$ cat config.mk
export PLATFORM = sky130hd
export DESIGN_NAME = prw_ctrl
export DESIGN_NICKNAME = d
export VERILOG_FILES = /design/src/rtl/prw_pkg.sv /design/src/rtl/prw_ctrl.sv
export SDC_FILE = /design/constraint.sdc
export NUM_CORES = 1
export LEC_CHECK = 0
export BUFFER_PORTS_ARGS = -buffer_cell sky130_fd_sc_hd__buf_2
export CAP_MARGIN = 10
export CORE_AREA = 8 8 45 47
export DETAILED_ROUTE_END_ITERATION = 10
export DIE_AREA = 0 0 53 55
export HOLD_SLACK_MARGIN = 0.02
export PLACE_DENSITY = 0.72
export SYNTH_ARGS = -nofsm -noshare
export SYNTH_HDL_FRONTEND = slang
export SYNTH_SLANG_ARGS = --single-unit
export TNS_END_PERCENT = 1
$ cat constraint.sdc
create_clock -name clk -period 2.6 [get_ports clk]
set_clock_uncertainty 0.1 [all_clocks]
set_input_delay 0.78 -clock clk [delete_from_list [all_inputs] [get_ports clk]]
set_output_delay 0.78 -clock clk [all_outputs]
set_load 0.05 [all_outputs]
$ cat src/rtl/prw_pkg.sv
// shared constants, types and codes of the resampling wheel
package prw_pkg;

  localparam int MAX_PARTICLES = 1024;
  localparam int SLOT_W        = 10;
  localparam int COORD_W       = 12;
  localparam int WEIGHT_W      = 16;
  localparam int FRAC_W        = 16;
  localparam int CNT_W         = 11;
  localparam int FUNC_W        = 2;
  localparam int ENTRY_W       = 2 * COORD_W + WEIGHT_W;
  localparam int POS_W         = WEIGHT_W + 2;
  localparam int LAP_W         = WEIGHT_W + SLOT_W;
  localparam int PROD_W        = FRAC_W + WEIGHT_W;
  localparam int STEP_W        = $clog2(POS_W);

  localparam logic [CNT_W-1:0] COUNT_RESET = CNT_W'(MAX_PARTICLES);
  localparam logic [CNT_W-1:0] COUNT_MAX   = CNT_W'(MAX_PARTICLES);

  localparam logic [FUNC_W-1:0] FUNC_LOAD  = 2'd0;
  localparam logic [FUNC_W-1:0] FUNC_START = 2'd1;
  localparam logic [FUNC_W-1:0] FUNC_DRAW  = 2'd2;

  typedef enum logic {
    REM_START,
    REM_LAP
  } prw_rem_sel_t;

  typedef enum logic [3:0] {
    ST_IDLE,
    ST_SUM,
    ST_MUL,
    ST_ADD,
    ST_LAP,
    ST_LAPDIV,
    ST_RDIDX,
    ST_WALK,
    ST_STDIV
  } prw_state_t;

  typedef struct packed {
    logic         load_wr;
    logic         start_acc;
    logic         draw_acc;
    logic         sum_start;
    logic         sum_run;
    logic         pos_add;
    logic         pos_clr;
    logic         rem_start;
    prw_rem_sel_t rem_sel;
    logic         pos_from_rem;
    logic         idx_from_rem;
    logic         rd_idx;
    logic         walk_step;
    logic         out_load;
  } prw_cmd_t;

  typedef struct packed {
    logic dirty;
    logic sum_done;
    logic lap_zero;
    logic pos_gt_lap;
    logic rem_done;
    logic walk_stop;
  } prw_sts_t;

endpackage

$ cat src/rtl/prw_ctrl.sv
// controller: command sequencing for load, start and draw, plus the result handshake
module prw_ctrl (
  input  logic                       clk,
  input  logic                       rst_n,
  input  logic                       in_valid,
  output logic                       in_ready,
  input  logic [prw_pkg::FUNC_W-1:0] in_func,
  output logic                       out_valid,
  input  logic                       out_ready,
  output prw_pkg::prw_cmd_t          cmd,
  input  prw_pkg::prw_sts_t          sts
);

  prw_pkg::prw_state_t state_r, state_nxt;
  logic                out_valid_r, out_valid_nxt;
  logic                out_free;

  assign out_free = !out_valid_r || out_ready;

  always_ff @(posedge clk) begin
    if (!rst_n) begin
      state_r     <= prw_pkg::ST_IDLE;
      out_valid_r <= 1'b0;
    end else begin
      state_r     <= state_nxt;
      out_valid_r <= out_valid_nxt;
    end
  end

  always_comb begin
    state_nxt = state_r;
    cmd       = '0;
    cmd.rem_sel = prw_pkg::REM_START;
    in_ready  = 1'b0;
    unique case (state_r)
      prw_pkg::ST_IDLE: begin
        in_ready = 1'b1;
        if (in_valid) begin
          unique case (in_func)
            prw_pkg::FUNC_LOAD: begin
              cmd.load_wr = 1'b1;
            end
            prw_pkg::FUNC_START: begin
              cmd.start_acc = 1'b1;
              cmd.rem_start = 1'b1;
              state_nxt     = prw_pkg::ST_STDIV;
            end
            prw_pkg::FUNC_DRAW: begin
              cmd.draw_acc = 1'b1;
              if (sts.dirty) begin
                cmd.sum_start = 1'b1;
                state_nxt     = prw_pkg::ST_SUM;
              end else begin
                state_nxt = prw_pkg::ST_MUL;
              end
            end
            default: begin
            end
          endcase
        end
      end
      prw_pkg::ST_SUM: begin
        cmd.sum_run = 1'b1;
        if (sts.sum_done) begin
          state_nxt = prw_pkg::ST_MUL;
        end
      end
      prw_pkg::ST_MUL: begin
        state_nxt = prw_pkg::ST_ADD;
      end
      prw_pkg::ST_ADD: begin
        cmd.pos_add = 1'b1;
        state_nxt   = prw_pkg::ST_LAP;
      end
      prw_pkg::ST_LAP: begin
        priority if (sts.lap_zero) begin
          cmd.pos_clr = 1'b1;
          state_nxt   = prw_pkg::ST_RDIDX;
        end else if (sts.pos_gt_lap) begin
          // drop whole laps before walking
          cmd.rem_start = 1'b1;
          cmd.rem_sel   = prw_pkg::REM_LAP;
          state_nxt     = prw_pkg::ST_LAPDIV;
        end else begin
          state_nxt = prw_pkg::ST_RDIDX;
        end
      end
      prw_pkg::ST_LAPDIV: begin
        cmd.rem_sel = prw_pkg::REM_LAP;
        if (sts.rem_done) begin
          cmd.pos_from_rem = 1'b1;
          state_nxt        = prw_pkg::ST_RDIDX;
        end
      end
      prw_pkg::ST_RDIDX: begin
        cmd.rd_idx = 1'b1;
        state_nxt  = prw_pkg::ST_WALK;
      end
      prw_pkg::ST_WALK: begin
        // on a stop the read address stays on the chosen slot until the word leaves
        if (sts.walk_stop) begin
          if (out_free) begin
            cmd.out_load = 1'b1;
            state_nxt    = prw_pkg::ST_IDLE;
          end
        end else begin
          cmd.walk_step = 1'b1;
        end
      end
      prw_pkg::ST_STDIV: begin
        if (sts.rem_done) begin
          cmd.idx_from_rem = 1'b1;
          state_nxt        = prw_pkg::ST_IDLE;
        end
      end
      default: begin
        state_nxt = prw_pkg::ST_IDLE;
      end
    endcase
  end

  always_comb begin
    priority if (cmd.out_load) begin
      out_valid_nxt = 1'b1;
    end else if (out_ready) begin
      out_valid_nxt = 1'b0;
    end else begin
      out_valid_nxt = out_valid_r;
    end
  end

  assign out_valid = out_valid_r;

endmodule

==> metrics.md, run 1 <==
| Metric | Value |
|---|---|
| FMAX | 397.7 MHz |
| Mapped Cells | 72 |
| FP Rows | 14 |
| Initial Utilization | 0.3788 |
| Share of post-route cells with drive strength above 1 | 0.4118 |
| Clk slew on worst S/H paths | 50 ps |
| CTS resizes | 0 |
| Initial DRC Count | 8 |
| Synth cell types | 29 |
| GPL Wtd Cong | 0.8675 |
| Final setup fails | 0 |
| Floorplan die area | 0.002915 mm^2 |
| DRT Wirelength | 1445 um |
| CP required | 1720 ps |
| Synth Net Count | 87 |
| DR pass1 iterations | 4 |
| Global-route wire length before repair | 2484 um |
| Die Ht | 55 um |
| ANT cells | 0 |
| Tot GR Track Use | 0.1087 |
| Synth Cell Area | 524.3 um^2 |
| Setup Crit Path Kind | primary input to output pin |
| Simple-gate area share of the yosys netlist | 0.4726 |
| DRC violations left | 0 |
| # placed instances | 114 |
| Vias in the first global route | 595 |
| Dpl hpwl | 1201 um |
| Hold Buf Count CTS | 0 |
| Io pins | 28 |
| Vias | 628 |
| Final Max Tran Viols | 0 |
| Final Power | 0.0007050 W |
| Register area share after synthesis | 0.1909 |
| Post-layout net count | 118 |
| Reg2reg path depth | 4 |
| Reg-to-reg endpoint | state_r[0]$_SDFFE_PN0P_ |
| Synth warn | 0 |
| Hold Path Stages | 2 |
| Leak | 0.3916 nW |
| Hold Crit Class | flop to flop |
| Wire per inst | 12.25 um |
| Fin crit period | 2515 ps |
| Hold violation count in the final report | 0 |
| Die X-Extent | 53 um |
| Compound-Gate Fraction of Synth Area | 0.1337 |
| Outcome | finished clean |
| Clk buf depth | 2 |
| Non-Filler Instances | 118 |
| Synth Area per Inst | 7.281 um^2 |
| Crit-path max FO | 2 |
| Largest net degree at the start of global routing | 14 |
| Port bufs | 27 |
| Main combinational cell family by area after synthesis | simple AND/OR/NAND/NOR gates |
| DR vias/cell | 5.322 |
| Area growth, synth to finish | 39.14% |
| Antenna-violating nets left | 0 |
| Critical path arrival | 1630 ps |
| Setup repair after global routing missed its margin | no |
| Hold wc startpoint | out_valid$_SDFFE_PN0P_ |
| Mux contribution to synthesized area | 0.04057 |
| Peak VDD IR | 0.5295 mV |
| GR Overflow Total | 0 |
| Reg2reg setup slack | 690 ps |
| Pwr/cell area | 966.5 mW/mm^2 |
| Post-Synth Adder-Cell Area | 0.07160 |
| TritonCTS clock tree | done |
| Antenna violations before repair | 0 |
| Worst-margin pin slew | 462.4 ps |
| Crit end category | output pin |
| Synth Area in XOR/XNOR | 0 |
| Post-CTS setup buffers | 0 |
| Reg2reg start | state_r[3]$_SDFFE_PN0P_ |
| Final Cycle Share | 0.9671 |
| Final core occ | 0.5271 |
| CTS H-tree depth | 1 |
| Hold path endpoint | out_valid$_SDFFE_PN0P_ |
| Num CTS Buffers | 3 |
| MaxCap Viol Count | 0 |
| #FFs+latches synth | 5 |
| Skew-Pair Late Insertion Delay | 240 ps |
| Core area | 0.001384 mm^2 |
| CP Launch Type | primary input |
| Slew margin rel. | 0.6889 |
| CTS Sinks | 5 |
| CTS root buf | clkbuf_4 |
==> cell type report <==
cell class                 instances  area (um^2)
clock buffer                       4        26.28
inverter                           4        15.01
multi-input combinational         57        394.1
fill                             149        654.4
tap                               16        20.02
timing repair buffer              32        172.7
sequential                         5        101.3
==> kinds of logic (layout without fill, tap and decap cells) <==
kind of cell | count (synthesis) | in the layout
AOI/OAI and AO/OA | 10 | 10
muxes | 2 | 2
buffers and inverters | 10 | 40
adders and majority gates | 3 | 3
DFF | 5 | 5
and+or+nand+nor | 42 | 42
==> sequential cells by signal, indices dropped and copies added, names as in the netlist <==
signal,cells
out_valid,1
state_r,4
==> metal layers <==
layer	up-vias	wire [um]	track usage
li1	318	-	-
met4	0	0	0.01293
met5	-	0	0
met3	0	142	0.05080
met2	24	655	0.1738
met1	286	647	0.1337
==> synthesized netlist by cell type <==
| cell type | instances | area [um^2] |
|---|---|---|
| nand2_1 | 5 | 18.77 |
| mux2_2 | 1 | 11.26 |
| inv_1 | 4 | 15.01 |
| ha_1 | 3 | 37.54 |
| nor4_2 | 2 | 25.02 |
| nor4_1 | 4 | 25.02 |
| a211oi_2 | 1 | 12.51 |
| a211oi_1 | 3 | 22.52 |
| nand4b_1 | 2 | 17.52 |
| and3_1 | 6 | 37.54 |
| a21oi_1 | 3 | 15.01 |
| o21ai_0 | 1 | 5.000 |
| clkbuf_1 | 2 | 7.510 |
| a311oi_1 | 1 | 8.760 |
| or3_1 | 1 | 6.260 |
| nand3_1 | 1 | 5.000 |
| and2_1 | 1 | 6.260 |
| dfxtp_1 | 5 | 100.1 |
| buf_2 | 2 | 10.01 |
| a31oi_1 | 1 | 6.260 |
| nand3b_1 | 1 | 7.510 |
| nor2b_1 | 2 | 12.51 |
| mux2i_1 | 1 | 10.01 |
| buf_4 | 2 | 15.01 |
| nor3_1 | 2 | 10.01 |
| nand4_1 | 1 | 6.260 |
| nand2b_1 | 4 | 25.02 |
| nor2_1 | 8 | 30.03 |
| nor3b_1 | 2 | 15.01 |
==> how the worst max path moves through the flow <==
stage / from / endpoint / slack, ps
after floorplan: state_r[1]$_SDFFE_PN0P_ / cmd[10] / -540
after global placement: in_func[0] / cmd[10] / 90
after detailed placement: in_func[0] / cmd[10] / 80
after CTS: in_func[0] / cmd[10] / 80
after global routing: in_func[0] / cmd[10] / 9
final: in_func[0] / cmd[10] / 90
==> critical path: stages <==
cell	delay, ps
buf_2	110
inv_1	70
ha_1	150
and3_1	160
and2_1	110
buf_2	250
==> placed cells by master, fill, tap and decap left out, drive strengths merged, types with 2 or more instances in the layout <==
cell type and instances:
a211oi 4, and3 6, nand2 5, clkbuf 4
dfxtp 5, nand4b 2, nand2b 4, nor3b 2
nor2 8, nor4 6, buf 32, ha 3
nor3 2, a21oi 3, inv 4, nor2b 2
==> through the flow <==
step	worst slack (ps)	setup TNS, ps	cell area (um^2)	hold slack (ps)
2_1_floorplan	-542.1	-1578	539.3	478.3
3_3_place_gp	89.85	0	699.4	415.6
3_5_place_dp	77.72	0	699.4	417.9
4_1_cts	75.51	0	725.7	427.4
5_1_grt	9.285	0	729.5	475.0
6_report	85.45	0	729.5	425.6
==> power breakdown <==
part	leakage [nW]	internal (W)	total, W	switching [W]
Combinational	0.335	0.000176	0.000462	0.000285
Sequential	0.0414	0.0000988	0.000153	0.0000544
Clock	0.0150	0.0000580	0.0000900	0.0000320
(Power assumes the default switching activity.)
==> run 2: changes to the inputs <==
- CORE_AREA: 8 8 45 47 -> 2 2 39 41
- DIE_AREA: 0 0 53 55 -> 0 0 41 43
==> run 2 against run 1 <==
Combinational power hardly changed. Via count is 1.1% lower. Largest cell class unchanged. Hold slack worse by 4.8 ps. Largest power group unchanged. Highest routed layer is now met4.
==> metrics.md, run 2 (synthesis gave the netlist of run 1 again) <==
| Metric | Value |
|---|---|
| Crit end category | output pin |
| DR vias/cell | 5.263 |
| Die Ht | 43 um |
| Vias in the first global route | 537 |
| Initial Utilization | 0.3788 |
| Core area | 0.001384 mm^2 |
| Final setup fails | 0 |
| Wire per inst | 11.25 um |
| Floorplan die area | 0.001763 mm^2 |
| GR Overflow Total | 0 |
| Final Max Tran Viols | 0 |
| Reg2reg setup slack | 700 ps |
| TritonCTS clock tree | done |
| DR pass1 iterations | 3 |
| Clk slew on worst S/H paths | 40 ps |
| Reg2reg path depth | 4 |
| Largest net degree at the start of global routing | 14 |
| Commonest cells after routing, fill and taps aside | buf_2 (27), nor2_1 (8), and3_1 (6) |
| Fin crit period | 2525 ps |
| Setup crit start | in_func[0] |
| DRT Wirelength | 1327 um |
| Io pins | 28 |
| Area growth, synth to finish | 38.66% |
| Final Power | 0.0007065 W |
| Post-CTS setup buffers | 0 |
| Worst-margin pin slew | 446.5 ps |
| Hold Path Stages | 2 |
| Max reg flops | 4 |
| Leak | 0.3916 nW |
| Final Cycle Share | 0.9710 |
| Reg-to-reg endpoint | state_r[0]$_SDFFE_PN0P_ |
| ANT cells | 0 |
| CP Launch Type | primary input |
| Peak VDD IR | 0.5143 mV |
| Final core occ | 0.5253 |
| Global-route wire length before repair | 2090 um |
| Setup repair after global routing missed its margin | no |
| Num CTS Buffers | 3 |
| MaxCap Viol Count | 0 |
| # placed instances | 114 |
| Clk buf depth | 2 |
| Share of post-route cells with drive strength above 1 | 0.4020 |
| Slew margin rel. | 0.6996 |
| CP required | 1720 ps |
| Port bufs | 27 |
| Critical path arrival | 1640 ps |
| Commonest non-fill, non-tap cell in the layout | buf_2 |
| Antenna-violating nets left | 0 |
| Pwr/cell area | 971.9 mW/mm^2 |
| Hold Crit Class | flop to flop |
| Reg2reg start | state_r[3]$_SDFFE_PN0P_ |
| Outcome | finished clean |
| CP Capture Point | cmd[10] |
| Vias | 621 |
| Non-Filler Instances | 118 |
| GPL Wtd Cong | 0.7680 |
| Skew-Pair Late Insertion Delay | 240 ps |
| Initial DRC Count | 10 |
| FMAX | 396.1 MHz |
| DRC violations left | 0 |
| Hold violation count in the final report | 0 |
| Crit-path max FO | 2 |
| Tot GR Track Use | 0.1665 |
| Setup Crit Path Kind | primary input to output pin |
| Die X-Extent | 41 um |
| Dpl hpwl | 1074 um |
| CTS root buf | clkbuf_4 |
| CTS H-tree depth | 1 |
| CTS Sinks | 5 |
| Antenna violations before repair | 0 |
| FP Rows | 14 |
| Post-layout net count | 118 |
| Register with the most flip-flops | state_r |
==> run 2: cell types whose count changed in the layout (fill, tap and decap cells not counted) <==
| cell | previous run | this run |
|---|---|---|
| nor2b_2 | 1 | 0 |
| nor2b_1 | 1 | 2 |
==> run 2: worst min-delay path by stage <==
stage                                  from                 endpoint  slack (ps)
floorplan           state_r[3]$_SDFFE_PN0P_  state_r[2]$_SDFFE_PN0P_         480
global placement     out_valid$_SDFFE_PN0P_   out_valid$_SDFFE_PN0P_         420
CTS                  out_valid$_SDFFE_PN0P_   out_valid$_SDFFE_PN0P_         430
global route         out_valid$_SDFFE_PN0P_   out_valid$_SDFFE_PN0P_         460
finish               out_valid$_SDFFE_PN0P_   out_valid$_SDFFE_PN0P_         420
detailed placement   out_valid$_SDFFE_PN0P_   out_valid$_SDFFE_PN0P_         420
==> run 2: power breakdown <==
part / switching, W / total, W / leakage (nW) / internal, W
clock network: 0.0000296 / 0.0000874 / 0.0150 / 0.0000579
logic: 0.000288 / 0.000464 / 0.335 / 0.000176
registers: 0.0000559 / 0.000155 / 0.0414 / 0.0000989
total: 0.000374 / 0.000707 / 0.392 / 0.000333
==> run 2: through the flow <==
step / setup TNS, ps / instance area, um^2 / hold slack [ps] / worst slack (ps)
after CTS: 0 / 725.7 / 425.8 / 62.90
after floorplan: -1578 / 539.3 / 478.3 / -542.1
after global placement: 0 / 699.4 / 416.0 / 92.95
after detailed placement: 0 / 699.4 / 418.5 / 62.90
after global routing: 0 / 726.9 / 462.3 / 21.80
final: 0 / 726.9 / 420.8 / 75.30
==> run 2: critical path, cell delays in order <==
cell    delay (ps)
buf_2          100
inv_1           80
ha_1           160
and3_1         160
and2_1         110
buf_2          250
==> run 2: layer usage <==
metal | routed length [um] | GRT usage | up-vias
met5 | 0 | 0 | -
met4 | 15 | 0.03333 | 0
met3 | 87 | 0.06283 | 2
met2 | 622 | 0.2594 | 24
met1 | 601 | 0.2115 | 275
li1 | - | - | 320
==> run 2: timing repair <==
action | CTS | global route
hold buffers | 0 | 0
endpoints found under the setup margin | 0 | 2
resized for setup | 0 | 1
==> run 2: layout make-up <==
type	instances	area, um^2
Timing Repair Buffer	32	172.7
Sequential cell	5	101.3
Multi-Input combinational cell	57	391.6
Inverter	4	15.01
Tap cell	16	20.02
Clock buffer	4	26.28
Fill cell	151	656.9
